[src/brc_pkg.sv]
// ----------------------------------------------------------------------------
// brc_pkg: shared types and constants of the rally impact classifier
// Field widths, counter limits, register indexes and the record and bundle
// types passed from the classifier front end to the result sequencer.
// ----------------------------------------------------------------------------
package brc_pkg;

  // field widths
  localparam int X_BITS     = 10;
  localparam int DEPTH_BITS = 16;
  localparam int RALLY_BITS = 8;
  localparam int POS_BITS   = 10;

  // counter saturation limits
  localparam int RALLY_LIMIT = 255;
  localparam int POINT_LIMIT = 1023;

  // results per item and queue size
  localparam int SLOTS       = 3;
  localparam int CNT_BITS    = 2;
  localparam int QUEUE_DEPTH = 2;
  localparam int PTR_BITS    = 1;
  localparam int FILL_BITS   = 2;

  // configuration register map
  localparam int CFG_IDX_BITS = 2;
  localparam logic [CFG_IDX_BITS-1:0] REG_DEPTH_HIGH = 2'd0;
  localparam logic [CFG_IDX_BITS-1:0] REG_DEPTH_LOW  = 2'd1;
  localparam logic [DEPTH_BITS-1:0] DEPTH_HIGH_RESET = 16'd2867;
  localparam logic [DEPTH_BITS-1:0] DEPTH_LOW_RESET  = 16'd2458;

  // side codes
  localparam logic SIDE_A = 1'b0;
  localparam logic SIDE_B = 1'b1;

  typedef struct packed {
    logic [DEPTH_BITS-1:0] high;
    logic [DEPTH_BITS-1:0] low;
  } thresholds_t;

  // one result without its end-of-item mark
  typedef struct packed {
    logic                  side;
    logic [RALLY_BITS-1:0] rally_number;
    logic [POS_BITS-1:0]   position;
    logic [X_BITS-1:0]     out_x;
    logic [DEPTH_BITS-1:0] out_depth;
    logic                  impact;
    logic                  closes_rally;
    logic                  rally_without_impact;
  } result_t;

  // all results caused by one item, slot 0 first
  typedef struct packed {
    logic [CNT_BITS-1:0]       count;
    result_t [SLOTS-1:0]       slot;
  } bundle_t;

  function automatic logic [RALLY_BITS-1:0] sat_rally(input logic [RALLY_BITS-1:0] v);
    sat_rally = (v >= RALLY_BITS'(RALLY_LIMIT)) ? RALLY_BITS'(RALLY_LIMIT) : v + 1'b1;
  endfunction

  function automatic logic [POS_BITS-1:0] sat_pos(input logic [POS_BITS-1:0] v);
    sat_pos = (v >= POS_BITS'(POINT_LIMIT)) ? POS_BITS'(POINT_LIMIT) : v + 1'b1;
  endfunction

endpackage

[src/brc_ifs.sv]
// ----------------------------------------------------------------------------
// brc channel interfaces
// Valid/ready channels for ball points, classified results and register
// writes.
// ----------------------------------------------------------------------------
interface brc_in_if;
  logic                           valid;
  logic                           ready;
  logic [brc_pkg::X_BITS-1:0]     pos_x;
  logic [brc_pkg::DEPTH_BITS-1:0] depth;
  logic                           final_point;

  modport source (output valid, pos_x, depth, final_point, input ready);
  modport sink (input valid, pos_x, depth, final_point, output ready);
endinterface

interface brc_out_if;
  logic                           valid;
  logic                           ready;
  logic                           side;
  logic [brc_pkg::RALLY_BITS-1:0] rally_number;
  logic [brc_pkg::POS_BITS-1:0]   position;
  logic [brc_pkg::X_BITS-1:0]     out_x;
  logic [brc_pkg::DEPTH_BITS-1:0] out_depth;
  logic                           impact;
  logic                           closes_rally;
  logic                           rally_without_impact;
  logic                           last_of_run;

  modport source (output valid, side, rally_number, position, out_x, out_depth, impact,
                  closes_rally, rally_without_impact, last_of_run, input ready);
  modport sink (input valid, side, rally_number, position, out_x, out_depth, impact,
                closes_rally, rally_without_impact, last_of_run, output ready);
endinterface

interface brc_cfg_if;
  logic                             valid;
  logic                             ready;
  logic [brc_pkg::CFG_IDX_BITS-1:0] index;
  logic [brc_pkg::DEPTH_BITS-1:0]   data;

  modport source (output valid, index, data, input ready);
  modport sink (input valid, index, data, output ready);
endinterface

[src/ball_track_rally_impact_classifier.sv]
// ----------------------------------------------------------------------------
// ball_track_rally_impact_classifier: rally and impact classifier
// Classifies tracked ball points by direction into rallies of two sides and
// flags impact points by depth.
// ----------------------------------------------------------------------------
// A point can be accepted in every cycle while the two-entry bundle queue has
// room; each point is classified in the cycle it is accepted and causes zero
// to three results, which leave one per cycle from the output register while
// the output is ready. The first result of a point passes the queue write,
// then the sequencer load, then the output register before it is presented
// on the output. Threshold registers are always ready and take effect on the
// next point.
module ball_track_rally_impact_classifier (
  input  logic       clk,
  input  logic       rst,
  brc_in_if.sink     in_ch,
  brc_out_if.source  out_ch,
  brc_cfg_if.sink    cfg
);

  brc_pkg::thresholds_t thr;
  logic                 push;
  brc_pkg::bundle_t     push_bundle;
  logic                 q_ready;
  logic                 q_valid;
  brc_pkg::bundle_t     q_data;
  logic                 pop;
  logic                 cfg_write;

  // threshold registers
  assign cfg.ready = 1'b1;
  assign cfg_write = cfg.valid && cfg.ready;

  always_ff @(posedge clk) begin
    if (rst) begin
      thr.high <= brc_pkg::DEPTH_HIGH_RESET;
      thr.low  <= brc_pkg::DEPTH_LOW_RESET;
    end else if (cfg_write) begin
      unique case (cfg.index)
        brc_pkg::REG_DEPTH_HIGH: thr.high <= cfg.data;
        brc_pkg::REG_DEPTH_LOW:  thr.low  <= cfg.data;
        default: ;
      endcase
    end
  end

  brc_front u_front (
    .clk     (clk),
    .rst     (rst),
    .in_ch   (in_ch),
    .thr     (thr),
    .q_ready (q_ready),
    .push    (push),
    .bundle  (push_bundle)
  );

  brc_queue u_queue (
    .clk   (clk),
    .rst   (rst),
    .push  (push),
    .wdata (push_bundle),
    .ready (q_ready),
    .valid (q_valid),
    .rdata (q_data),
    .pop   (pop)
  );

  brc_back u_back (
    .clk     (clk),
    .rst     (rst),
    .q_valid (q_valid),
    .q_data  (q_data),
    .pop     (pop),
    .out_ch  (out_ch)
  );

  // a bundle is only pushed for an accepted point, and never into a full queue
  a_push_on_accept: assert property (@(posedge clk) disable iff (rst)
    push |-> (in_ch.valid && in_ch.ready && q_ready))
    else $error("bundle pushed without an accepted point");

  // the sequencer only pops a non-empty queue
  a_pop_nonempty: assert property (@(posedge clk) disable iff (rst)
    pop |-> q_valid)
    else $error("pop from empty queue");

  // a high threshold write lands in the register
  a_cfg_high: assert property (@(posedge clk) disable iff (rst)
    (cfg_write && cfg.index == brc_pkg::REG_DEPTH_HIGH) |=> (thr.high == $past(cfg.data)))
    else $error("high threshold write lost");

  // a low threshold write lands in the register
  a_cfg_low: assert property (@(posedge clk) disable iff (rst)
    (cfg_write && cfg.index == brc_pkg::REG_DEPTH_LOW) |=> (thr.low == $past(cfg.data)))
    else $error("low threshold write lost");

endmodule

[src/brc_front.sv]
// ----------------------------------------------------------------------------
// brc_front: point classifier
// Holds the previous point and rally state, classifies the held point when
// its successor arrives and pushes the results of that item as one bundle.
// ----------------------------------------------------------------------------
module brc_front (
  input  logic                 clk,
  input  logic                 rst,
  brc_in_if.sink               in_ch,
  input  brc_pkg::thresholds_t thr,
  input  logic                 q_ready,
  output logic                 push,
  output brc_pkg::bundle_t     bundle
);

  logic [brc_pkg::X_BITS-1:0]     held_x;
  logic [brc_pkg::DEPTH_BITS-1:0] held_depth;
  logic [brc_pkg::DEPTH_BITS-1:0] older_depth;
  logic [1:0]                     points_seen;
  logic                           moving_rising;
  logic                           moving_falling;
  logic [brc_pkg::RALLY_BITS-1:0] rally_a;
  logic [brc_pkg::RALLY_BITS-1:0] rally_b;
  logic [brc_pkg::POS_BITS-1:0]   count_a;
  logic [brc_pkg::POS_BITS-1:0]   count_b;
  logic                           impact_seen_a;
  logic                           impact_seen_b;

  logic                           accept;
  logic                           moved;
  logic                           rising;
  logic                           other_moving;
  logic [brc_pkg::RALLY_BITS-1:0] own_rally;
  logic [brc_pkg::RALLY_BITS-1:0] other_rally;
  logic [brc_pkg::POS_BITS-1:0]   own_count;
  logic [brc_pkg::POS_BITS-1:0]   other_count;
  logic [brc_pkg::POS_BITS-1:0]   count_after;
  logic                           other_seen;
  logic                           imp_main;
  logic                           imp_fin;
  brc_pkg::result_t               r_close;
  brc_pkg::result_t               r_main;
  brc_pkg::result_t               r_fin;

  assign in_ch.ready = q_ready;
  assign accept      = in_ch.valid && q_ready;

  // direction against the held point
  assign moved        = (points_seen != 2'd0) && (in_ch.pos_x != held_x);
  assign rising       = held_x < in_ch.pos_x;
  assign other_moving = rising ? moving_falling : moving_rising;
  assign own_rally    = rising ? rally_a : rally_b;
  assign other_rally  = rising ? rally_b : rally_a;
  assign own_count    = rising ? count_a : count_b;
  assign other_count  = rising ? count_b : count_a;
  assign other_seen   = rising ? impact_seen_b : impact_seen_a;
  assign count_after  = brc_pkg::sat_pos(own_count);

  // impact tests: high threshold, or local peak over the low threshold
  assign imp_main = (held_depth > thr.high) ||
                    (points_seen[1] && (held_depth > thr.low) &&
                     (held_depth > older_depth) && (held_depth > in_ch.depth));
  assign imp_fin  = in_ch.depth > thr.high;

  // the three candidate results
  always_comb begin
    r_close.side                 = rising ? brc_pkg::SIDE_B : brc_pkg::SIDE_A;
    r_close.rally_number         = other_rally;
    r_close.position             = other_count;
    r_close.out_x                = held_x;
    r_close.out_depth            = held_depth;
    r_close.impact               = 1'b0;
    r_close.closes_rally         = 1'b1;
    r_close.rally_without_impact = !other_seen;

    r_main.side                  = rising ? brc_pkg::SIDE_A : brc_pkg::SIDE_B;
    r_main.rally_number          = own_rally;
    r_main.position              = own_count;
    r_main.out_x                 = held_x;
    r_main.out_depth             = held_depth;
    r_main.impact                = imp_main;
    r_main.closes_rally          = 1'b0;
    r_main.rally_without_impact  = 1'b0;

    r_fin.side                   = r_main.side;
    r_fin.rally_number           = own_rally;
    r_fin.position               = count_after;
    r_fin.out_x                  = in_ch.pos_x;
    r_fin.out_depth              = in_ch.depth;
    r_fin.impact                 = imp_fin;
    r_fin.closes_rally           = 1'b0;
    r_fin.rally_without_impact   = 1'b0;
  end

  // pack results in order, closing result first when present
  always_comb begin
    bundle.slot[0] = other_moving ? r_close : r_main;
    bundle.slot[1] = other_moving ? r_main : r_fin;
    bundle.slot[2] = r_fin;
    bundle.count   = brc_pkg::CNT_BITS'(other_moving) + 2'd1 +
                     brc_pkg::CNT_BITS'(in_ch.final_point);
  end

  assign push = accept && moved;

  // rally state update
  always_ff @(posedge clk) begin
    if (rst || (accept && in_ch.final_point)) begin
      held_x         <= '0;
      held_depth     <= '0;
      older_depth    <= '0;
      points_seen    <= 2'd0;
      moving_rising  <= 1'b0;
      moving_falling <= 1'b0;
      rally_a        <= '0;
      rally_b        <= '0;
      count_a        <= '0;
      count_b        <= '0;
      impact_seen_a  <= 1'b0;
      impact_seen_b  <= 1'b0;
    end else if (accept) begin
      if (moved && rising) begin
        if (moving_falling) begin
          rally_b        <= brc_pkg::sat_rally(rally_b);
          count_b        <= '0;
          impact_seen_b  <= 1'b0;
          moving_falling <= 1'b0;
        end
        count_a       <= count_after;
        impact_seen_a <= impact_seen_a | imp_main;
        moving_rising <= 1'b1;
      end else if (moved) begin
        if (moving_rising) begin
          rally_a       <= brc_pkg::sat_rally(rally_a);
          count_a       <= '0;
          impact_seen_a <= 1'b0;
          moving_rising <= 1'b0;
        end
        count_b        <= count_after;
        impact_seen_b  <= impact_seen_b | imp_main;
        moving_falling <= 1'b1;
      end
      older_depth <= held_depth;
      held_x      <= in_ch.pos_x;
      held_depth  <= in_ch.depth;
      points_seen <= points_seen[1] ? 2'd2 : points_seen + 2'd1;
    end
  end

endmodule

[src/brc_queue.sv]
// ----------------------------------------------------------------------------
// brc_queue: bundle queue
// Two-entry queue of result bundles between the classifier and the result
// sequencer.
// ----------------------------------------------------------------------------
module brc_queue (
  input  logic             clk,
  input  logic             rst,
  input  logic             push,
  input  brc_pkg::bundle_t wdata,
  output logic             ready,
  output logic             valid,
  output brc_pkg::bundle_t rdata,
  input  logic             pop
);

  brc_pkg::bundle_t                entries [brc_pkg::QUEUE_DEPTH];
  logic [brc_pkg::PTR_BITS-1:0]    wr_ptr;
  logic [brc_pkg::PTR_BITS-1:0]    rd_ptr;
  logic [brc_pkg::FILL_BITS-1:0]   fill;

  assign ready = fill != brc_pkg::FILL_BITS'(brc_pkg::QUEUE_DEPTH);
  assign valid = fill != '0;
  assign rdata = entries[rd_ptr];

  // entry storage
  always_ff @(posedge clk) begin
    if (push) begin
      entries[wr_ptr] <= wdata;
    end
  end

  // pointers and fill level
  always_ff @(posedge clk) begin
    if (rst) begin
      wr_ptr <= '0;
      rd_ptr <= '0;
      fill   <= '0;
    end else begin
      if (push) begin
        wr_ptr <= wr_ptr + 1'b1;
      end
      if (pop) begin
        rd_ptr <= rd_ptr + 1'b1;
      end
      if (push && !pop) begin
        fill <= fill + 1'b1;
      end else if (pop && !push) begin
        fill <= fill - 1'b1;
      end
    end
  end

endmodule

[src/brc_back.sv]
// ----------------------------------------------------------------------------
// brc_back: result sequencer
// Takes one bundle at a time from the queue and sends its results one per
// cycle unless stalled, via an output register; marks each item's last result.
// ----------------------------------------------------------------------------
module brc_back (
  input  logic             clk,
  input  logic             rst,
  input  logic             q_valid,
  input  brc_pkg::bundle_t q_data,
  output logic             pop,
  brc_out_if.source        out_ch
);

  brc_pkg::bundle_t            cur;
  logic                        cur_valid;
  logic [brc_pkg::CNT_BITS-1:0] idx;
  brc_pkg::result_t            out_res;
  logic                        out_last;
  logic                        out_valid;

  logic                        load_out;
  logic                        last;
  logic                        cur_free;

  assign load_out = cur_valid && (!out_valid || out_ch.ready);
  assign last     = idx == (cur.count - 1'b1);
  assign cur_free = !cur_valid || (load_out && last);
  assign pop      = q_valid && cur_free;

  // current bundle and slot index
  always_ff @(posedge clk) begin
    if (rst) begin
      cur_valid <= 1'b0;
      idx       <= '0;
    end else if (pop) begin
      cur_valid <= 1'b1;
      idx       <= '0;
    end else if (load_out && last) begin
      cur_valid <= 1'b0;
    end else if (load_out) begin
      idx <= idx + 1'b1;
    end
  end

  always_ff @(posedge clk) begin
    if (pop) begin
      cur <= q_data;
    end
  end

  // output register
  always_ff @(posedge clk) begin
    if (rst) begin
      out_valid <= 1'b0;
    end else if (load_out) begin
      out_valid <= 1'b1;
    end else if (out_ch.ready) begin
      out_valid <= 1'b0;
    end
  end

  always_ff @(posedge clk) begin
    if (load_out) begin
      out_res  <= cur.slot[idx];
      out_last <= last;
    end
  end

  assign out_ch.valid                = out_valid;
  assign out_ch.side                 = out_res.side;
  assign out_ch.rally_number         = out_res.rally_number;
  assign out_ch.position             = out_res.position;
  assign out_ch.out_x                = out_res.out_x;
  assign out_ch.out_depth            = out_res.out_depth;
  assign out_ch.impact               = out_res.impact;
  assign out_ch.closes_rally         = out_res.closes_rally;
  assign out_ch.rally_without_impact = out_res.rally_without_impact;
  assign out_ch.last_of_run          = out_last;

endmodule
[src/flat_wrapper.sv]
// flat-port wrapper written by rule: the top's interface ports become plain ports
module ball_track_rally_impact_classifier_flat 
  (clk, rst, in_ch_valid, in_ch_pos_x, in_ch_depth, in_ch_final_point, in_ch_ready, out_ch_valid, out_ch_side, out_ch_rally_number, out_ch_position, out_ch_out_x, out_ch_out_depth, out_ch_impact, out_ch_closes_rally, out_ch_rally_without_impact, out_ch_last_of_run, out_ch_ready, cfg_valid, cfg_index, cfg_data, cfg_ready);
  brc_in_if in_ch_i ();
  brc_out_if out_ch_i ();
  brc_cfg_if cfg_i ();
  input  logic clk;
  input  logic rst;
  input wire logic [$bits(in_ch_i.valid)-1:0] in_ch_valid;
  input wire logic [$bits(in_ch_i.pos_x)-1:0] in_ch_pos_x;
  input wire logic [$bits(in_ch_i.depth)-1:0] in_ch_depth;
  input wire logic [$bits(in_ch_i.final_point)-1:0] in_ch_final_point;
  output wire logic [$bits(in_ch_i.ready)-1:0] in_ch_ready;
  output wire logic [$bits(out_ch_i.valid)-1:0] out_ch_valid;
  output wire logic [$bits(out_ch_i.side)-1:0] out_ch_side;
  output wire logic [$bits(out_ch_i.rally_number)-1:0] out_ch_rally_number;
  output wire logic [$bits(out_ch_i.position)-1:0] out_ch_position;
  output wire logic [$bits(out_ch_i.out_x)-1:0] out_ch_out_x;
  output wire logic [$bits(out_ch_i.out_depth)-1:0] out_ch_out_depth;
  output wire logic [$bits(out_ch_i.impact)-1:0] out_ch_impact;
  output wire logic [$bits(out_ch_i.closes_rally)-1:0] out_ch_closes_rally;
  output wire logic [$bits(out_ch_i.rally_without_impact)-1:0] out_ch_rally_without_impact;
  output wire logic [$bits(out_ch_i.last_of_run)-1:0] out_ch_last_of_run;
  input wire logic [$bits(out_ch_i.ready)-1:0] out_ch_ready;
  input wire logic [$bits(cfg_i.valid)-1:0] cfg_valid;
  input wire logic [$bits(cfg_i.index)-1:0] cfg_index;
  input wire logic [$bits(cfg_i.data)-1:0] cfg_data;
  output wire logic [$bits(cfg_i.ready)-1:0] cfg_ready;
  assign in_ch_i.valid = in_ch_valid;
  assign in_ch_i.pos_x = in_ch_pos_x;
  assign in_ch_i.depth = in_ch_depth;
  assign in_ch_i.final_point = in_ch_final_point;
  assign in_ch_ready = in_ch_i.ready;
  assign out_ch_valid = out_ch_i.valid;
  assign out_ch_side = out_ch_i.side;
  assign out_ch_rally_number = out_ch_i.rally_number;
  assign out_ch_position = out_ch_i.position;
  assign out_ch_out_x = out_ch_i.out_x;
  assign out_ch_out_depth = out_ch_i.out_depth;
  assign out_ch_impact = out_ch_i.impact;
  assign out_ch_closes_rally = out_ch_i.closes_rally;
  assign out_ch_rally_without_impact = out_ch_i.rally_without_impact;
  assign out_ch_last_of_run = out_ch_i.last_of_run;
  assign out_ch_i.ready = out_ch_ready;
  assign cfg_i.valid = cfg_valid;
  assign cfg_i.index = cfg_index;
  assign cfg_i.data = cfg_data;
  assign cfg_ready = cfg_i.ready;
  ball_track_rally_impact_classifier u_core (.clk(clk), .rst(rst), .in_ch(in_ch_i), .out_ch(out_ch_i), .cfg(cfg_i));
endmodule
[config.mk]
export PLATFORM = sky130hd
export DESIGN_NAME = ball_track_rally_impact_classifier_flat
export DESIGN_NICKNAME = d
export VERILOG_FILES = /design/src/brc_pkg.sv /design/src/brc_ifs.sv /design/src/ball_track_rally_impact_classifier.sv /design/src/brc_front.sv /design/src/brc_queue.sv /design/src/brc_back.sv /design/src/flat_wrapper.sv
export SDC_FILE = /design/constraint.sdc
export NUM_CORES = 1
export LEC_CHECK = 0
export ABC_AREA = 1
export BUFFER_PORTS_ARGS = -buffer_cell sky130_fd_sc_hd__buf_2
export CAP_MARGIN = 20
export CORE_MARGIN = 2
export CORE_UTILIZATION = 50
export CTS_CLUSTER_SIZE = 28
export DETAILED_ROUTE_END_ITERATION = 8
export PLACE_DENSITY_LB_ADDON = 0.15
export SLEW_MARGIN = 40
export SYNTH_ARGS = -nofsm -noshare
export SYNTH_HDL_FRONTEND = slang
export SYNTH_SLANG_ARGS = --single-unit
[constraint.sdc]
create_clock -name clk -period 10.18 [get_ports clk]
set_input_delay 2.545 -clock clk [delete_from_list [all_inputs] [get_ports clk]]
set_output_delay 2.545 -clock clk [all_outputs]
set_load 0.01 [all_outputs]
After elaboration in Yosys (flattened, before gate mapping)
Memory sizes are Yosys's and may differ from the RTL's. A register that Yosys moved wholly into a read port is not among the register bits.
Index checks and enable logic that the tools add are counted.
- output and inout port bits: 52
- RAM bits: 288
- input bits: 50
- memories kept: 1
- flip-flop bits (word level): 175
- memory list (memory ; words ; bits a word ; read ports ; clocked after memory_dff ; write ports ; line ; RTL):
    u_core.u_queue.entries ; 2 ; 144 ; 1 ; 1 ; 1 ; brc_queue.sv:17 ; brc_pkg::bundle_t entries [brc_pkg::QUEUE_DEPTH];
- equal/unequal tests: 5
- multiplexer cells: 40
- reductions and logical operators: 39
- bitwise logic cells: 4
- $lt $le $gt $ge: 10
- add/subtract/negate cells: 12
- operator list (kind ; count):
    48-bit binary-select mux with 2-bit select ; 1
    48-bit 2-to-1 mux ; 2
    10-bit 2-to-1 mux ; 9
    16-bit > comparator ; 5
    39-bit 2-to-1 mux ; 1
    8-bit 2-to-1 mux ; 4
    1-bit 2-to-1 mux ; 20
    8-bit by 1-bit adder with 8-bit output (second input constant) ; 2
    8-bit >= comparator (second input constant) ; 2
    2-bit nonzero test ; 7
    1-bit logical AND ; 13
    10-bit by 1-bit adder with 10-bit output (second input constant) ; 1
    10-bit >= comparator (second input constant) ; 1
    10-bit < comparator ; 1
    10-bit != test ; 1
    3-bit AND reduction ; 3
    2-bit AND reduction ; 4
    2-bit by 1-bit adder with 2-bit output (second input constant) ; 3
    2-bit 2-to-1 mux ; 3
    1-bit logical NOT ; 5
    1-bit logical OR ; 4
    2-bit != test (second input constant) ; 2
    4-bit AND reduction ; 1
    2-bit by 1-bit subtractor with 2-bit output (second input constant) ; 2
    10 further kinds ; 13

Logic depth before layout (Yosys ltp)
- depth in word-level cells: 9
- depth in mapped cells: 19

Cells and area by module
From an unflattened synthesis, not the netlist that was laid out.
- cell total of the unflattened synthesis: 2224
- area total of the unflattened synthesis: 26576.7 µm²
- by module, submodules not included (module ; instances ; area an instance (µm²) ; cells an instance):
    brc_queue ; 1 ; 10844.2 ; 487
    brc_front ; 1 ; 7224.4 ; 1097
    brc_back ; 1 ; 7183.1 ; 455
    ball_track_rally_impact_classifier ; 1 ; 1325.0 ; 185

Worst setup path before layout
OpenSTA, ideal clock, no wires.
- path kind: input-to-reg
- start point: input in_ch_pos_x[9]
- end point: memory u_core.u_queue.entries[1][0] (netlist name) (enable)
- setup slack: 0.763 ns
- data required time: 9.552 ns
- stages: 7
- arrival time: 8.788 ns
- cells stage by stage: inv_1 ha_1 nand2_2 nor2_4 nand4_1 nand2_2 nor2_1
- cells in the longest elaborated chain, start to end: 5
- ends and longest elaborated chain (element ; line ; RTL):
    start: declaration ; flat_wrapper.sv:10 ; input wire logic [$bits(in_ch_i.pos_x)-1:0] in_ch_pos_x;
    10-bit != test ; brc_front.sv:49 ; assign moved = (points_seen != 2'd0) && (in_ch.pos_x != held_x);
    1-bit logical AND ; brc_front.sv:49 ;
    1-bit logical AND ; brc_front.sv:104 ; assign push = accept && moved;
    1-bit 2-to-1 mux ; brc_queue.sv:28 ; if (push) begin
    1-bit 2-to-1 mux (implied by the code) ; brc_queue.sv:29 ; entries[wr_ptr] <= wdata;
    end: declaration ; brc_queue.sv:17 ;
No other way between the ends.

==> impl_metrics.csv <==
group,metric,value,unit
logic_synthesis,avgSynthCellArea,10.7,um2
logic_synthesis,synth_nets,2400,
cells_and_area,nFillCells,4015,
cells_and_area,final_layout_size_suffix_gt1_share,10.9,%
sta,rsz0062_at_grt,"false",
floorplanning,die_x,223,um
clock_network,clock_path_buffers,3,
drt,ant_nets,0,
drt,drtIter0Drc,1156,
sta,skew,0.0319,ns
worst_setup_path,reg2reg_to,"u_core.u_back.cur[3]",
drt,vias,15700,
clock_network,hold_buffers,0,
hold_path,min_delay_worst_endpoint,"u_core.u_front.impact_seen_a",
drt,drc_errors,0,
sta,worst-slew-pin-transition,0.819,ns
drt,vias_per_cell,5.25,
clock_network,numCtsBuffers,57,
logic_synthesis,ys_types,44,
placement,placed_cells,2894,
sta,finalCritPeriodShare,53.2,%
sta,finalCriticalPeriod,5.41,ns
worst_setup_path,worstSetupPathType,"primary input to register",
worst_setup_path,crit_family,"buffers and inverters",
power_and_ir_drop,total_power,6.99,mW
placement,gp_congestion,0.849,
worst_setup_path,ff2ff_path_depth,7,
global_route,track_usage,20.9,%
global_route,antenna_found_initial,0,
cells_and_area,layout_common_cells,"825 x nand2_1, 448 x edfxtp_1, 151 x inv_1",
logic_synthesis,syn_inst,2256,
worst_setup_path,endpoint_kind,"register",
global_route,grt_pass1_wl,81700,um
placement,portBuffers,100,
power_and_ir_drop,power_density,258,nW/um2
cells_and_area,final_common_cell,"nand2_1",
sta,fmax,185,MHz
job,maxCapViolCount,0,
cells_and_area,syn_to_final_growth,12.7,%
worst_setup_path,cp.required,10.48,ns
sta,finalHoldViolCount,0,
hold_path,worst_hold_path_type,"register to register",
drt,avgRoutedWirePerCell,17.0,um
hold_path,whs_path_depth,2,
global_route,grt-ovfl-total,0,
floorplanning,row_count,80,
sta,whs,0.453,ns
drt,routed_wl,51100,um
clock_network,clk_pin_slew,0.06,ns
hold_path,hold_start,"u_core.u_front.impact_seen_a",
clock_network,htreeDepth,2,
floorplanning,dieArea,49900,um2
worst_setup_path,cp.depth,14,
floorplanning,num_io_pins,102,
worst_setup_path,slowest_stage,"inv_4",
placement,hpwl,31400,um
worst_setup_path,path_buf_inv,6,
cells_and_area,layout.nets,2483,
sta,fin_tns_setup,0,ns
worst_setup_path,cp_cell_sequence,"buf_2 > inv_1 > ha_1 > nand2_1 > nor2_2 > nand3_4 > nand3_2 > buf_4 > inv_2 > nand2_1 > nand2_1 > buf_4 > inv_4 > o21ai_0",
global_route,grt_pass1_vias,15300,
run_status,status,"complete, no violations",
worst_setup_path,rrSetupSlack,6.46,ns
global_route,grt_max_degree,136,
floorplanning,initial_core_util,50.5,%
floorplanning,core,47600,um2
worst_setup_path,cp-start-kind,"primary input",
cells_and_area,stdcell_count,3001,
sta,slew_viol_final,0,
power_and_ir_drop,ir_worst_vdd,156,uV
clock_network,numClockSinks,572,
worst_setup_path,rr_startpoint,"u_core.u_back.idx[0]",
cells_and_area,diodes,0,
clock_network,cts_tree,"done",
clock_network,clkLatencyLatePin,0.62,ns
logic_synthesis,yosys_warnings,0,
logic_synthesis,syn_area,24100,um2
floorplanning,die_h,223,um
worst_setup_path,crit_fanout,65,
worst_setup_path,crit_top_cell,"nand2_1",
clock_network,cts_resized,0,
worst_setup_path,arrival,5.72,ns
drt,first_pass_iters,5,
power_and_ir_drop,leakagePower,10.7,nW
clock_network,cts_root_buffer,"clkbuf_16",
sta,finalSetupViolCount,0,
worst_setup_path,cpPeakStageDelay,0.51,ns
sta,max-slew-margin-rel,45.4,%
logic_synthesis,yosysSeqAreaShare,66.3,%
clock_network,post_cts_buffers,0,
logic_synthesis,ys_ff_latch,572,
[state kept, by name, summed over array words and instances, names as in the netlist, 2 cells and up]
signal,flops
u_core.u_queue.entries,266
u_core.thr,32
u_core.u_front.rally_a,8
u_core.u_front.older_depth,16
u_core.u_queue.fill,2
u_core.u_back.out_ch.position,10
u_core.u_front.count_a,10
u_core.u_front.rally_b,8
u_core.u_back.out_ch.rally_number,8
u_core.u_front.held_x,10
u_core.u_back.cur,133
u_core.u_back.idx,2
u_core.u_back.out_ch.out_x,10
u_core.u_front.count_b,10
u_core.u_back.out_ch.out_depth,16
u_core.u_front.points_seen,2
u_core.u_front.held_depth,16
[where the power goes]
| part | internal (mW) | switching [mW] | total [mW] |
|---|---|---|---|
| Sequential | 3.25 | 0.193 | 3.44 |
| Clock | 1.26 | 0.878 | 2.14 |
| Combinational | 0.385 | 1.03 | 1.41 |
| Total | 4.89 | 2.10 | 6.99 |
[worst register-to-register path, cell delays in order (launching register included)]
cell	delay, ns
dfxtp_1	0.50
inv_1	0.18
nor2_1	0.11
o21ai_0	0.20
o21ai_0	0.57
o21ai_1	0.35
inv_4	0.65
buf_6	0.62
[cells in the mapped netlist (all sizes together)]
cell / instances / area, um2
a211oi: 4 / 30.0
a21boi: 1 / 7.51
a21oi: 139 / 707
a221oi: 1 / 8.76
a22oi: 36 / 270
a31oi: 4 / 25.0
a41oi: 1 / 8.76
and2: 1 / 6.26
buf: 18 / 92.6
clkbuf: 74 / 278
clkinv: 2 / 7.51
conb: 1 / 3.75
dfxtp: 124 / 2480
edfxtp: 448 / 13500
ha: 94 / 1180
inv: 163 / 612
nand2: 838 / 3180
nand3: 28 / 180
nand4: 26 / 163
nor2: 64 / 280
nor3: 17 / 90.1
nor3b: 1 / 7.51
nor4: 2 / 12.5
o211ai: 22 / 165
o21a: 1 / 7.51
o21ai: 128 / 652
o21bai: 1 / 7.51
o31ai: 4 / 30.0
or2: 2 / 12.5
xnor2: 1 / 8.76
xor2: 10 / 87.6
[layer usage]
metal,vias up,global-route usage [%],part of all wire [%]
li1,7843,-,-
met1,7491,27.7,45
met4,0,5.57,2.1
met3,82,3.46,5.0
met5,-,0,0
met2,332,35.8,48
[worst max path at each step]
stage / from / end / slack [ns]
detailed placement: in_ch_pos_x[9] / u_core.u_queue.entries[0][34] / 4.17
global route: in_ch_pos_x[5] / u_core.u_queue.entries[1][34] / 4.40
CTS: in_ch_pos_x[9] / u_core.u_queue.entries[1][34] / 4.84
floorplan: in_ch_pos_x[9] / u_core.u_queue.entries[1][0] / 0.76
global placement: in_ch_pos_x[5] / u_core.u_queue.entries[0][32] / 3.99
finish: in_ch_pos_x[5] / u_core.u_queue.entries[1][52] / 4.77
[area by class of cell]
class                      instances  area [um2]  share of cell area, %
tap                              615         769                   2.84
timing repair buffer             116         666                   2.46
clock buffer                      70        1520                   5.59
clock inverter                    36         400                   1.48
multi-input combinational       1427        7180                   26.5
inverter                         165         639                   2.36
sequential                       572       15900                   58.8
[stage by stage]
stage | instance area [um2] | setup WS, ns | utilization, %
after global routing | 27100 | 4.40 | 56.9
after floorplan | 24100 | 0.763 | -
after global placement | 25100 | 3.99 | 52.7
final | 27100 | 4.77 | 56.9
after CTS | 27100 | 4.84 | 56.8
after detailed placement | 25200 | 4.17 | 52.8
[cell families after synthesis]
kind of cell	after synthesis	share of synthesized area (%)
xor+xnor	11	0.401
buf+inv	257	4.12
flops	572	66.3
fa+ha+maj	94	4.89
other cells	1	0.0156
simple gates	979	16.3
compound gates	342	7.98
Power figures use the tool's default switching activity.
